**src/rtl/triangle_near_clip_project_core_defines.svh**
```systemverilog
// ----------------------------------------------------------------------------
// Assertion macros for the near-plane clip and projection core
// Concurrent checks, sampled on the rising clock edge and disabled in reset.
// ----------------------------------------------------------------------------
`ifndef TRIANGLE_NEAR_CLIP_PROJECT_CORE_DEFINES_SVH
`define TRIANGLE_NEAR_CLIP_PROJECT_CORE_DEFINES_SVH

// Consequence must hold in the same cycle as the antecedent
`define TNC_ASSERT_NOW(label, clk, rst_n, ante, cons, msg) \
    label: assert property (@(posedge clk) disable iff (!rst_n) (ante) |-> (cons)) \
        else $error(msg);

// Consequence must hold in the cycle after the antecedent
`define TNC_ASSERT_NEXT(label, clk, rst_n, ante, cons, msg) \
    label: assert property (@(posedge clk) disable iff (!rst_n) (ante) |=> (cons)) \
        else $error(msg);

`endif

```
**src/rtl/tnc_pkg.sv**
```systemverilog
// ----------------------------------------------------------------------------
// tnc_pkg
// Types, register codes and constants shared by the clip and projection core.
// ----------------------------------------------------------------------------
`timescale 1ns / 1ps
`default_nettype none

package tnc_pkg;

    localparam int TNC_QUEUE_DEPTH = 2;
    localparam int CFG_DATA_W      = 31;
    localparam int CFG_INDEX_W     = 3;
    localparam int FRAC_W          = 16;

    // Register indexes of the configuration port
    localparam logic [CFG_INDEX_W-1:0] REG_NEAR_Z       = 3'd0;
    localparam logic [CFG_INDEX_W-1:0] REG_FOCAL_LENGTH = 3'd1;
    localparam logic [CFG_INDEX_W-1:0] REG_VIEW_LEFT    = 3'd2;
    localparam logic [CFG_INDEX_W-1:0] REG_VIEW_TOP     = 3'd3;
    localparam logic [CFG_INDEX_W-1:0] REG_VIEW_WIDTH   = 3'd4;
    localparam logic [CFG_INDEX_W-1:0] REG_VIEW_HEIGHT  = 3'd5;

    // Vertex component codes
    localparam logic [2:0] COMP_X = 3'd0;
    localparam logic [2:0] COMP_Y = 3'd1;
    localparam logic [2:0] COMP_Z = 3'd2;
    localparam logic [2:0] COMP_U = 3'd3;
    localparam logic [2:0] COMP_V = 3'd4;

    typedef struct packed {
        logic signed [31:0] pos_x;
        logic signed [31:0] pos_y;
        logic signed [31:0] pos_z;
        logic [7:0]         texel_u;
        logic [7:0]         texel_v;
    } vtx_in_t;

    typedef struct packed {
        logic signed [31:0] screen_x;
        logic signed [31:0] screen_y;
        logic [16:0]        inverse_depth;
        logic [23:0]        out_u;
        logic [23:0]        out_v;
        logic [1:0]         corner;
        logic               last_of_run;
    } vtx_out_t;

    // One collected triangle and which of its corners lie on the visible side
    typedef struct packed {
        vtx_in_t    v0;
        vtx_in_t    v1;
        vtx_in_t    v2;
        logic [2:0] in_mask;
    } tri_t;

    typedef struct packed {
        logic [30:0] near_z;
        logic [30:0] focal_length;
        logic [12:0] center_x;
        logic [12:0] center_y;
    } cfg_t;

    typedef enum logic [2:0] {
        BK_IDLE,
        BK_EDGE,
        BK_MUL,
        BK_GO,
        BK_WAIT,
        BK_FAN,
        BK_EMIT
    } bk_state_t;

endpackage

`default_nettype wire

```
**src/rtl/tnc_div.sv**
```systemverilog
// ----------------------------------------------------------------------------
// tnc_div
// Restoring unsigned divider, 64 by 32 bits, one quotient bit per cycle.
// ----------------------------------------------------------------------------
`timescale 1ns / 1ps
`default_nettype none

module tnc_div
    import tnc_pkg::*;
(
    input  wire logic        clk,
    input  wire logic        rst_n,
    input  wire logic        start,
    input  wire logic [63:0] dividend,
    input  wire logic [31:0] divisor,
    output logic             busy,
    output logic             done,
    output logic [63:0]      quotient
);

    logic [6:0]  cnt_reg;
    logic        busy_reg;
    logic        done_reg;
    logic [31:0] rem_reg;
    logic [31:0] dsr_reg;
    logic [63:0] quo_reg;
    logic [32:0] trial;
    logic        fits;

    assign trial    = {rem_reg, quo_reg[63]};
    assign fits     = trial >= {1'b0, dsr_reg};
    assign busy     = busy_reg;
    assign done     = done_reg;
    assign quotient = quo_reg;

    // Count iterations
    always_ff @(posedge clk or negedge rst_n)
    begin
        if (!rst_n)
        begin
            cnt_reg  <= 7'd0;
            busy_reg <= 1'b0;
            done_reg <= 1'b0;
        end
        else
        begin
            done_reg <= busy_reg && (cnt_reg == 7'd1);
            if (start)
            begin
                cnt_reg  <= 7'd64;
                busy_reg <= 1'b1;
            end
            else if (busy_reg)
            begin
                cnt_reg  <= cnt_reg - 7'd1;
                busy_reg <= (cnt_reg != 7'd1);
            end
        end
    end

    // Shift in one dividend bit and subtract where the divisor fits
    always_ff @(posedge clk)
    begin
        if (start)
        begin
            rem_reg <= 32'd0;
            dsr_reg <= divisor;
            quo_reg <= dividend;
        end
        else if (busy_reg)
        begin
            rem_reg <= fits ? 32'(trial - {1'b0, dsr_reg}) : trial[31:0];
            quo_reg <= {quo_reg[62:0], fits};
        end
    end

endmodule

`default_nettype wire

```
**src/rtl/tnc_back.sv**
```systemverilog
// ----------------------------------------------------------------------------
// tnc_back
// Clips a queued triangle against the near plane, projects the remaining
// corners through the shared divider and emits the fan vertices.
// ----------------------------------------------------------------------------
`timescale 1ns / 1ps
`default_nettype none

`include "triangle_near_clip_project_core_defines.svh"

module tnc_back
    import tnc_pkg::*;
(
    input  wire logic clk,
    input  wire logic rst_n,
    input  wire cfg_t cfg,
    input  wire logic q_valid,
    input  wire tri_t head,
    output logic      q_pop,
    output logic      pix_valid,
    input  wire logic pix_ready,
    output vtx_out_t  pix
);

    bk_state_t   state_reg;
    bk_state_t   state_next;
    logic [1:0]  e_reg;
    logic [2:0]  n_reg;
    logic [1:0]  p_reg;
    logic [2:0]  comp_reg;
    logic        proj_reg;
    logic [1:0]  fan_reg;
    logic [1:0]  corner_reg;
    logic        pix_valid_reg;
    vtx_out_t    pix_reg;

    logic [31:0] px_reg [4];
    logic [31:0] py_reg [4];
    logic [31:0] pz_reg [4];
    logic [23:0] pu_reg [4];
    logic [23:0] pv_reg [4];
    logic [31:0] sx_reg [4];
    logic [31:0] sy_reg [4];
    logic [16:0] iz_reg [4];

    logic [63:0] dividend_reg;
    logic [31:0] divisor_reg;
    logic        neg_reg;
    logic [31:0] base_reg;

    logic        div_start;
    logic        div_busy;
    logic        div_done;
    logic [63:0] div_quo;

    logic [1:0]  e1;
    vtx_in_t     va;
    vtx_in_t     vb;
    logic        ain;
    logic        bin;
    logic        crosses;
    logic signed [33:0] ca;
    logic signed [33:0] cb;
    logic signed [33:0] za;
    logic signed [33:0] zb;
    logic signed [33:0] d;
    logic signed [33:0] num;
    logic signed [33:0] den;
    logic [33:0] d_mag;
    logic [33:0] num_mag;
    logic [33:0] den_mag;
    logic [31:0] vx;
    logic [31:0] vy;
    logic [31:0] vz;
    logic [31:0] zpos;
    logic [31:0] ma;
    logic [31:0] mb;
    logic [63:0] prod;
    logic [63:0] op_dividend;
    logic [31:0] op_divisor;
    logic        op_neg;
    logic [31:0] op_base;
    logic [2:0]  last_comp;
    logic [31:0] res;
    logic        load_pix;
    logic [1:0]  sel;
    logic        fan_last;

    function automatic vtx_in_t vsel(input tri_t t, input logic [1:0] i);
        vtx_in_t r;
        case (i)
            2'd1:    r = t.v1;
            2'd2:    r = t.v2;
            default: r = t.v0;
        endcase
        return r;
    endfunction

    function automatic logic signed [33:0] comp_val(input vtx_in_t v, input logic [2:0] c);
        logic signed [33:0] r;
        case (c)
            COMP_X:  r = $signed({{2{v.pos_x[31]}}, v.pos_x});
            COMP_Y:  r = $signed({{2{v.pos_y[31]}}, v.pos_y});
            COMP_Z:  r = $signed({{2{v.pos_z[31]}}, v.pos_z});
            COMP_U:  r = $signed({10'd0, v.texel_u, 16'd0});
            default: r = $signed({10'd0, v.texel_v, 16'd0});
        endcase
        return r;
    endfunction

    tnc_div u_div (
        .clk      (clk),
        .rst_n    (rst_n),
        .start    (div_start),
        .dividend (dividend_reg),
        .divisor  (divisor_reg),
        .busy     (div_busy),
        .done     (div_done),
        .quotient (div_quo)
    );

    // Edge operands for the clip
    assign e1      = (e_reg == 2'd2) ? 2'd0 : e_reg + 2'd1;
    assign va      = vsel(head, e_reg);
    assign vb      = vsel(head, e1);
    assign ain     = head.in_mask[e_reg];
    assign bin     = head.in_mask[e1];
    assign crosses = ain != bin;
    assign ca    = comp_val(va, comp_reg);
    assign cb    = comp_val(vb, comp_reg);
    assign za    = comp_val(va, COMP_Z);
    assign zb    = comp_val(vb, COMP_Z);
    assign d     = cb - ca;
    assign num   = $signed({3'd0, cfg.near_z}) - za;
    assign den   = zb - za;
    assign d_mag   = d[33]   ? 34'(-d)   : d;
    assign num_mag = num[33] ? 34'(-num) : num;
    assign den_mag = den[33] ? 34'(-den) : den;

    // Corner operands for the projection
    assign vx   = px_reg[p_reg];
    assign vy   = py_reg[p_reg];
    assign vz   = pz_reg[p_reg];
    assign zpos = (!vz[31] && (vz != 32'd0)) ? vz : 32'd1;

    // Select multiplier inputs, divider operands and the sign of the step
    always_comb
    begin
        if (!proj_reg)
        begin
            ma         = d_mag[31:0];
            mb         = num_mag[31:0];
            op_divisor = den_mag[31:0];
            op_neg     = d[33] ^ num[33] ^ den[33];
            op_base    = ca[31:0];
        end
        else if (comp_reg == COMP_X)
        begin
            ma         = vx[31] ? 32'(-vx) : vx;
            mb         = {1'b0, cfg.focal_length};
            op_divisor = zpos;
            op_neg     = vx[31];
            op_base    = {3'd0, cfg.center_x, 16'd0};
        end
        else if (comp_reg == COMP_Y)
        begin
            ma         = vy[31] ? 32'(-vy) : vy;
            mb         = {1'b0, cfg.focal_length};
            op_divisor = zpos;
            op_neg     = !vy[31];
            op_base    = {3'd0, cfg.center_y, 16'd0};
        end
        else
        begin
            ma         = 32'd0;
            mb         = 32'd0;
            op_divisor = zpos;
            op_neg     = 1'b0;
            op_base    = 32'd0;
        end
        prod = ma * mb;
        if (proj_reg && (comp_reg == COMP_Z))
        begin
            op_dividend = {17'd0, cfg.near_z, 16'd0};
        end
        else
        begin
            op_dividend = prod;
        end
    end

    assign last_comp = proj_reg ? COMP_Z : COMP_V;
    assign res       = base_reg + (neg_reg ? 32'(-div_quo[31:0]) : div_quo[31:0]);
    assign sel       = (corner_reg == 2'd0) ? 2'd0 : 2'(fan_reg + corner_reg - 2'd1);
    assign fan_last  = ({1'b0, fan_reg} + 3'd2) == n_reg;

    // Next state
    always_comb
    begin
        state_next = state_reg;
        unique case (state_reg)
            BK_IDLE:
            begin
                if (q_valid)
                begin
                    state_next = BK_EDGE;
                end
            end
            BK_EDGE:
            begin
                if (crosses)
                begin
                    state_next = BK_MUL;
                end
                else if (e_reg == 2'd2)
                begin
                    state_next = BK_FAN;
                end
            end
            BK_MUL:
            begin
                state_next = BK_GO;
            end
            BK_GO:
            begin
                state_next = BK_WAIT;
            end
            BK_WAIT:
            begin
                if (div_done)
                begin
                    if (comp_reg != last_comp)
                    begin
                        state_next = BK_MUL;
                    end
                    else if (!proj_reg)
                    begin
                        state_next = (e_reg == 2'd2) ? BK_FAN : BK_EDGE;
                    end
                    else
                    begin
                        state_next = (p_reg == 2'(n_reg - 3'd1)) ? BK_EMIT : BK_MUL;
                    end
                end
            end
            BK_FAN:
            begin
                state_next = (n_reg < 3'd3) ? BK_IDLE : BK_MUL;
            end
            BK_EMIT:
            begin
                if (load_pix && (corner_reg == 2'd2) && fan_last)
                begin
                    state_next = BK_IDLE;
                end
            end
            default:
            begin
                state_next = BK_IDLE;
            end
        endcase
    end

    // Control outputs
    always_comb
    begin
        div_start = (state_reg == BK_GO);
        q_pop     = (state_reg == BK_FAN);
        load_pix  = (state_reg == BK_EMIT) && (!pix_valid_reg || pix_ready);
    end

    assign pix_valid = pix_valid_reg;
    assign pix       = pix_reg;

    // Sequencer counters
    always_ff @(posedge clk or negedge rst_n)
    begin
        if (!rst_n)
        begin
            state_reg     <= BK_IDLE;
            e_reg         <= 2'd0;
            n_reg         <= 3'd0;
            p_reg         <= 2'd0;
            comp_reg      <= 3'd0;
            proj_reg      <= 1'b0;
            fan_reg       <= 2'd1;
            corner_reg    <= 2'd0;
            pix_valid_reg <= 1'b0;
        end
        else
        begin
            state_reg <= state_next;
            if ((state_reg == BK_IDLE) && q_valid)
            begin
                e_reg    <= 2'd0;
                n_reg    <= 3'd0;
                proj_reg <= 1'b0;
            end
            if (state_reg == BK_EDGE)
            begin
                if (ain)
                begin
                    n_reg <= n_reg + 3'd1;
                end
                if (crosses)
                begin
                    comp_reg <= COMP_X;
                end
                else if (e_reg != 2'd2)
                begin
                    e_reg <= e_reg + 2'd1;
                end
            end
            if ((state_reg == BK_WAIT) && div_done)
            begin
                if (comp_reg == last_comp)
                begin
                    comp_reg <= COMP_X;
                    if (!proj_reg)
                    begin
                        n_reg <= n_reg + 3'd1;
                        if (e_reg != 2'd2)
                        begin
                            e_reg <= e_reg + 2'd1;
                        end
                    end
                    else
                    begin
                        p_reg <= p_reg + 2'd1;
                    end
                end
                else
                begin
                    comp_reg <= comp_reg + 3'd1;
                end
            end
            if (state_reg == BK_FAN)
            begin
                proj_reg   <= 1'b1;
                p_reg      <= 2'd0;
                comp_reg   <= COMP_X;
                fan_reg    <= 2'd1;
                corner_reg <= 2'd0;
            end
            if (load_pix)
            begin
                pix_valid_reg <= 1'b1;
                if (corner_reg == 2'd2)
                begin
                    corner_reg <= 2'd0;
                    fan_reg    <= fan_reg + 2'd1;
                end
                else
                begin
                    corner_reg <= corner_reg + 2'd1;
                end
            end
            else if (pix_ready)
            begin
                pix_valid_reg <= 1'b0;
            end
        end
    end

    // Polygon, projection and divider operand storage
    always_ff @(posedge clk)
    begin
        if ((state_reg == BK_EDGE) && ain)
        begin
            px_reg[n_reg[1:0]] <= va.pos_x;
            py_reg[n_reg[1:0]] <= va.pos_y;
            pz_reg[n_reg[1:0]] <= va.pos_z;
            pu_reg[n_reg[1:0]] <= {va.texel_u, 16'd0};
            pv_reg[n_reg[1:0]] <= {va.texel_v, 16'd0};
        end
        if (state_reg == BK_MUL)
        begin
            dividend_reg <= op_dividend;
            divisor_reg  <= op_divisor;
            neg_reg      <= op_neg;
            base_reg     <= op_base;
        end
        if ((state_reg == BK_WAIT) && div_done)
        begin
            if (!proj_reg)
            begin
                unique case (comp_reg)
                    COMP_X:  px_reg[n_reg[1:0]] <= res;
                    COMP_Y:  py_reg[n_reg[1:0]] <= res;
                    COMP_Z:  pz_reg[n_reg[1:0]] <= res;
                    COMP_U:  pu_reg[n_reg[1:0]] <= res[23:0];
                    default: pv_reg[n_reg[1:0]] <= res[23:0];
                endcase
            end
            else
            begin
                unique case (comp_reg)
                    COMP_X:  sx_reg[p_reg] <= res;
                    COMP_Y:  sy_reg[p_reg] <= res;
                    default: iz_reg[p_reg] <= div_quo[16:0];
                endcase
            end
        end
        if (load_pix)
        begin
            pix_reg.screen_x      <= sx_reg[sel];
            pix_reg.screen_y      <= sy_reg[sel];
            pix_reg.inverse_depth <= iz_reg[sel];
            pix_reg.out_u         <= pu_reg[sel];
            pix_reg.out_v         <= pv_reg[sel];
            pix_reg.corner        <= corner_reg;
            pix_reg.last_of_run   <= (corner_reg == 2'd2) && fan_last;
        end
    end

    // Checks
    `TNC_ASSERT_NOW(a_start_idle, clk, rst_n, div_start, !div_busy, "divider started while busy")
    `TNC_ASSERT_NOW(a_pop_valid, clk, rst_n, q_pop, q_valid, "pop from empty queue")
    `TNC_ASSERT_NOW(a_emit_count, clk, rst_n, state_reg == BK_EMIT, (n_reg == 3'd3) || (n_reg == 3'd4), "bad polygon size")

endmodule

`default_nettype wire

```
**config.mk**
```make
export PLATFORM = sky130hd
export DESIGN_NAME = tnc_back
export DESIGN_NICKNAME = d
export VERILOG_FILES = /design/src/rtl/tnc_pkg.sv /design/src/rtl/tnc_div.sv /design/src/rtl/tnc_back.sv
export VERILOG_INCLUDE_DIRS = /design/src /design/src/rtl
export SDC_FILE = /design/constraint.sdc
export NUM_CORES = 2
export LEC_CHECK = 0
export ABC_AREA = 1
export CORE_UTILIZATION = 25
export CTS_CLUSTER_DIAMETER = 150
export DETAILED_ROUTE_END_ITERATION = 10
export DONT_BUFFER_PORTS = 1
export PLACE_DENSITY = 0.43
export SYNTH_ARGS = -nofsm -noshare
export SYNTH_HDL_FRONTEND = slang
export SYNTH_SLANG_ARGS = --single-unit
export TNS_END_PERCENT = 10
```
**constraint.sdc**
```tcl
create_clock -name clk -period 11.7 [get_ports clk]
set_input_delay 1.17 -clock clk [delete_from_list [all_inputs] [get_ports clk]]
set_output_delay 1.17 -clock clk [all_outputs]
set_load 0.005 [all_outputs]
```
Word-level counts from Yosys, hierarchy flattened. Memory sizes are Yosys's and may differ from the RTL's. A register that Yosys moved wholly into a read port is not among the register bits. Cells that the tools add are included.

Mux-type cells: 120. Add/sub/neg operators: 22. Bitwise gates (word level): 7. Eq/ne operators: 26. Multiply operators: 1. $lt $le $gt $ge: 4. Reductions and logical operators: 32.

Operators by type and width (number): $mux 32 (17); $pmux 112 s2 (2); $pmux 34 s4 (2); $neg 32->32 (6); $mux 64 (2); $sub 32x32->33 (2); $mul 32x32->64 (1); $mux 3 (21); $mux 31 (2); $mux 29 (2); $mux 24 (2); $mux 47 (1); $mux 1 (43); $mux 2 (21); $sub 34x34->34 (1); $ge 33x32->1 (1); $add 32x32->32 (1); $reduce_bool 32->1 (1); $sub 32x32->32 (1); $pmux 3 s7 (1); $mux 7 (2); $reduce_bool 2->1 (7); $eq 3x2->1 const B (4); $logic_and 1x1->1 (10); other kinds (34) (59).

Memories kept: 8. Logic and storage cells: 242. Bits in registers: 288. Bits in writable memories: 900. Output and inout bits: 134.

Memory list: px_reg (depth 4, width 32, read ports 1, clocked after memory_dff 0, write ports 1, line tnc_back.sv:37) `logic [31:0] px_reg [4];`; py_reg (depth 4, width 32, read ports 1, clocked after memory_dff 0, write ports 1, line tnc_back.sv:38) `logic [31:0] py_reg [4];`; pz_reg (depth 4, width 32, read ports 1, clocked after memory_dff 0, write ports 1, line tnc_back.sv:39) `logic [31:0] pz_reg [4];`; sx_reg (depth 4, width 32, read ports 1, clocked after memory_dff 1, write ports 1, line tnc_back.sv:42) `logic [31:0] sx_reg [4];`; sy_reg (depth 4, width 32, read ports 1, clocked after memory_dff 1, write ports 1, line tnc_back.sv:43) `logic [31:0] sy_reg [4];`; pu_reg (depth 4, width 24, read ports 1, clocked after memory_dff 1, write ports 1, line tnc_back.sv:40) `logic [23:0] pu_reg [4];`; 2 more memories.

Longest topological paths before layout.
Word-level depth: 11. Depth in mapped cells: 62. Depth with buffers taken out: 58.

Modules after synthesis. From an unflattened synthesis, not the netlist that was laid out.

Cell total of the unflattened synthesis: 12736. Area, all modules: 108419.0 µm².

Modules (own cells, without submodules): tnc_back (area each 100156.1 µm², times used 1, cells each 11602); tnc_div (area each 8262.9 µm², times used 1, cells each 1134).

Worst setup path after synthesis. OpenSTA, ideal clock, no wires.

Path type: register -> register. Start point: register e_reg[1]. End point: register dividend_reg[56], data pin. Period minus slack after synthesis: 10.548 ns. Data arrival time: 10.279 ns. Required time: 11.431 ns. Cell stages (with the launch flop): 59. Setup slack: 1.152 ns. Path through: dfrtp_1 inv_1 ha_1 buf_2 inv_1 clkbuf_1 clkbuf_1 clkbuf_1 o221ai_1 o21ai_0 o221ai_1 ha_1 fa_1 inv_1 nand2_1 nand2_1 nand3_1 nand2_1 [... 23 more ...] inv_1 fa_1 fa_1 fa_1 inv_1 ha_1 nand2_1 nor2_1 inv_1 nor2_1 nand4_1 nand3_1 a31oi_1 o21ai_0 nand2_1 nand2_1 nand2_1 nor3b_1.

RTL lines: start, declared (line tnc_back.sv:27) `logic [1:0] e_reg;`; start signal, assigned (line tnc_back.sv:311) `e_reg <= e_reg + 2'd1;`; start signal, assigned (line tnc_back.sv:324) `e_reg <= e_reg + 2'd1;`; $eq 2x2->1 / $eq 2x1->1 (equally long branches) (line tnc_back.sv:91) `case (i)`; $pmux 112 s2 * (line tnc_back.sv:91); $pmux 34 s4 * (line tnc_back.sv:101) `case (c)`; via ca[0] (line tnc_back.sv:62) `logic signed [33:0] ca;`; $sub 34x34->34 * (line tnc_back.sv:133) `assign d = cb - ca;`; $neg 32->32 (line tnc_back.sv:136) `assign d_mag = d[33] ? 34'(-d) : d;`; $mux 32 * (line tnc_back.sv:136); $mux 32 * (line tnc_back.sv:149) `if (!proj_reg)`; $mul 32x32->64 * (line tnc_back.sv:181) `prod = ma * mb;`; end signal, assigned (line tnc_back.sv:378) `dividend_reg <= op_dividend;`; end, declared (line tnc_back.sv:46) `logic [63:0] dividend_reg;`.

The timed path passes the listed nets; every way through them passes the cells marked *. A chain may end at the register's enable or synchronous reset.

Final worst setup path.
Start point: register e_reg[0]. End point: register dividend_reg[49], data pin.

Cells in the longest elaborated chain, start to end: 10.

Ends and longest elaborated chain: $add 2x1->2 / $eq 2x2->1 (equally long branches) (line tnc_back.sv:123, tnc_back.sv:91); $mux 2 (line tnc_back.sv:123) `assign e1 = (e_reg == 2'd2) ? 2'd0 : e_reg + 2'd1;`; $eq 2x2->1 / $eq 2x1->1 (equally long branches) (line tnc_back.sv:91); $pmux 112 s2 (line tnc_back.sv:91); $pmux 34 s4 (line tnc_back.sv:101); $sub 34x34->34 (line tnc_back.sv:133); $neg 32->32 (line tnc_back.sv:136); $mux 32 (line tnc_back.sv:136); $mux 32 (line tnc_back.sv:149); $mul 32x32->64 * (line tnc_back.sv:181).

Every way passes the cells marked *; elsewhere a longest branch is shown, timed or not.

==> impl_results.md <==
- Min-Delay Path Class: primary input to async pin
- Ranking of synthesized cells by area: edfxtp_1, fa_1, nand2_1
- Die height: 658 um
- Port bufs: 0
- Cell variety after synth: 70
- Clk buf depth: 4
- Cell Area, Placed: 123000 sq um
- Number of synthesized flops with an enable pin: 1257
- Post-route DRC: 0
- CTS sink cnt: around 1.3k
- H-tree depth: 4
- Global-route wire length before repair: between 700000 and 800000 um
- Hold Vio Cnt, Final: 0
- Worst-path fanout max: 12
- Core footprint: around 430000 sq um
- Top Metal Used: met5
- Met3 WL: about 40000 um
- Final setup TNS: 0 ns
- Total Wirelength: around 530000 um
- Largest register FFs: approximately 130
- WL/cell: between 20 and 30 um
- Area delta synth->final: 20.2%
- Fin nets: approximately 15k
- RSZ-0062 raised after global routing: yes
- Post-layout minimum cycle time: ~11 ns
- Most common flop cell mapped by yosys: edfxtp_1
- Rows: between 200 and 250
- Syn avg cell area: ~8.6 sq um
- CP max stage delay: 0.57 ns
- Ys async rst share: 2.13%
- Final Skew: about 0.11 ns
- Max_cap viols: 1
- Yosys reg bits: ~1.3k
- Placer Congestion: 1.01
- WHS: around 0.046 ns
- Final Max Slew Viols: 5
- DP HPWL: ~430000 um
- Starting Density: 25.1%
- IO Count: 565
- Synth Net Count: between 10k and 15k
- Antenna violations before repair: ~140
- Die area: approximately 430000 sq um
- Worst-Margin Slew: ~1.6 ns
- Layout cells sized above 1: approximately 14%
- Sequential cell area fraction in the yosys report: between 30% and 40%
- Largest net degree at the start of global routing: 127
- Worst reg2reg path startpoint: e_reg[0]$_DFF_PN0_
- Detail Route Antenna Nets: 0
- Via count: ~93k
- Die W: ~660 um
- GR Util All Layers: between 20% and 30%
- Synth Warn #: 0
- FILL cells: 45.9k
- Final period utilization: a little over nine tenths
- Crit path capture type: register
- Mapped cell area: between 100000 and 150000 sq um
- Starting DRT DRC Count: 8767
- Slowest-stage cell, CP: fa_1
- FF-to-FF setup slack: between 0.3 and 0.4 ns
- Share of the synthesized area in the top cell type: 35.1%
- TritonCTS clock tree: built
- Fin area: 129000 sq um
- CP dominant cell by count: nand2_1
- Status: finished with violations
- Clock root cell: clkbuf_16
- Via density: slightly below 5
- Total CTS buffers: 151
- Reg2reg end: dividend_reg[49]$_SDFFCE_PP0P_
- Critical Path RT: 12.34 ns
- CP Launch Type: register
- Failing checks: max-capacitance violations, max-slew violations
- Met2 wire len: 237000 um
- DR pass1 iterations: 6
- Syn Inst Count: roughly 13k
- Final Setup Violations: 0
- FMAX: 87.8 MHz
- Area leader, netlist: edfxtp_1
- Crit path DAT: roughly 12 ns
- Slew HR: -5.40%
- Worst-Skew Late Latency: 0.87 ns
- Vias in the first global route: approximately 90k
- Met1 WL: ~220000 um
- Setup CP Type: register to register
- GRT Residual Overflow: 0
- Reg clk slew, reported paths: about 0.060 ns
- R2R depth: 56
==> per-stage QoR <==
stage | setup slack, ns | std cells | util [%]
finish | 0.316 | 19284 | 30.2
CTS | 0.00909 | 19141 | 29.9
detailed placement | -0.325 | 18877 | 28.8
floorplan | 1.15 | 12519 | -
global route | -0.0780 | 19269 | 30.2
global placement | -0.354 | 18877 | 28.8
==> critical path, delay by kind of cell (launching register included) <==
kind / cells / cell delay, ns
flip-flops: 1 / 0.39
AO/OA/AOI/OAI: 6 / 1.11
buffers and inverters: 17 / 2.14
adder cells (fa/ha/maj): 11 / 4.89
AND/OR/NAND/NOR: 22 / 2.64
==> worst max-delay path by stage <==
stage,depth (start not counted),slack [ns],endpoint,startpoint
after floorplan,58,1.15,dividend_reg[56]$_SDFFCE_PP0P_,e_reg[1]$_DFF_PN0_
after global placement,49,-0.35,dividend_reg[60]$_SDFFCE_PP0P_,e_reg[1]$_DFF_PN0_
after detailed placement,49,-0.32,dividend_reg[53]$_SDFFCE_PP0P_,e_reg[1]$_DFF_PN0_
after CTS,53,0.009,dividend_reg[62]$_SDFFCE_PP0P_,e_reg[1]$_DFF_PN0_
after global routing,58,-0.08,dividend_reg[54]$_SDFFCE_PP0P_,e_reg[0]$_DFF_PN0_
final,56,0.32,dividend_reg[49]$_SDFFCE_PP0P_,e_reg[0]$_DFF_PN0_
==> synth_stat cells, drive strengths merged, types with 22 or more instances <==
cell type / instances
nand2: 3368
o211ai: 177
a22o: 32
nand3: 522
buf: 267
xor2: 99
a32o: 27
o22ai: 69
inv: 1980
o21ai: 697
dfxtp: 32
xnor2: 63
nor2: 1227
nor4: 22
a21oi: 372
o21bai: 29
or2: 35
a21o: 27
nor3: 58
fa: 901
nand3b: 29
dfrtp: 27
ha: 448
a31oi: 49
o221ai: 93
a221oi: 52
clkbuf: 253
nand4: 54
mux2i: 130
edfxtp: 1257
o21a: 22
==> area by class of cell <==
type                       count  area [sq um]  share of cell area [%]
timing repair buffer        1237         11000                    8.51
clock inverter                71           577                   0.446
tap                         5687          7120                    5.50
inverter                    1992          7560                    5.85
clock buffer                 189          4050                    3.13
multi-input combinational   8690         59700                    46.1
sequential                  1317         39100                    30.2
antenna                      101           253                   0.195
==> cells in the final DEF, fill, tap and decap left out, types with 89 or more instances in the layout <==
| master | Yosys | layout |
|---|---|---|
| fa_1 | 901 | 892 |
| inv_1 | 1943 | 1922 |
| o211ai_1 | 176 | 176 |
| o21ai_0 | 661 | 590 |
| a21oi_1 | 353 | 343 |
| edfxtp_1 | 1257 | 1257 |
| clkbuf_16 | 0 | 160 |
| xor2_1 | 99 | 93 |
| nand2_1 | 3304 | 3280 |
| diode_2 | 0 | 101 |
| mux2i_1 | 130 | 130 |
| nand3_1 | 511 | 503 |
| buf_12 | 0 | 121 |
| nor2_2 | 47 | 98 |
| o221ai_1 | 93 | 89 |
| ha_1 | 448 | 427 |
| buf_4 | 37 | 1093 |
| nor2_1 | 1171 | 1095 |
==> layer usage <==
metal  GRT usage (%)  up-vias
li1                -    42366
met1            30.9    46231
met2            37.3     3178
met3            5.14      774
met4            11.3       38
met5               0        -
==> cells by family after synthesis <==
logic type | synth area share [%]
buffers and inverters | 9.28
AO/OA/AOI/OAI | 9.83
AND/OR/NAND/NOR | 20.1
multiplexers | 1.21
XOR/XNOR | 1.32
adder cells (fa/ha/maj) | 22.0
flip-flops | 36.3
==> what timing repair did <==
item | 4_1_cts | 5_1_grt
hold endpoints to repair | 11 | 0
buffers inserted | 2 | 36
hold buffers | 2 | 0
pin swaps | 1 | 40
gates resized for setup | 19 | 243
endpoints found under the setup margin | 31 | 48
cloned | 0 | 6
Power is not shown: default switching activity piles up to over one toggle a cycle in this logic, so the estimate is an artifact.
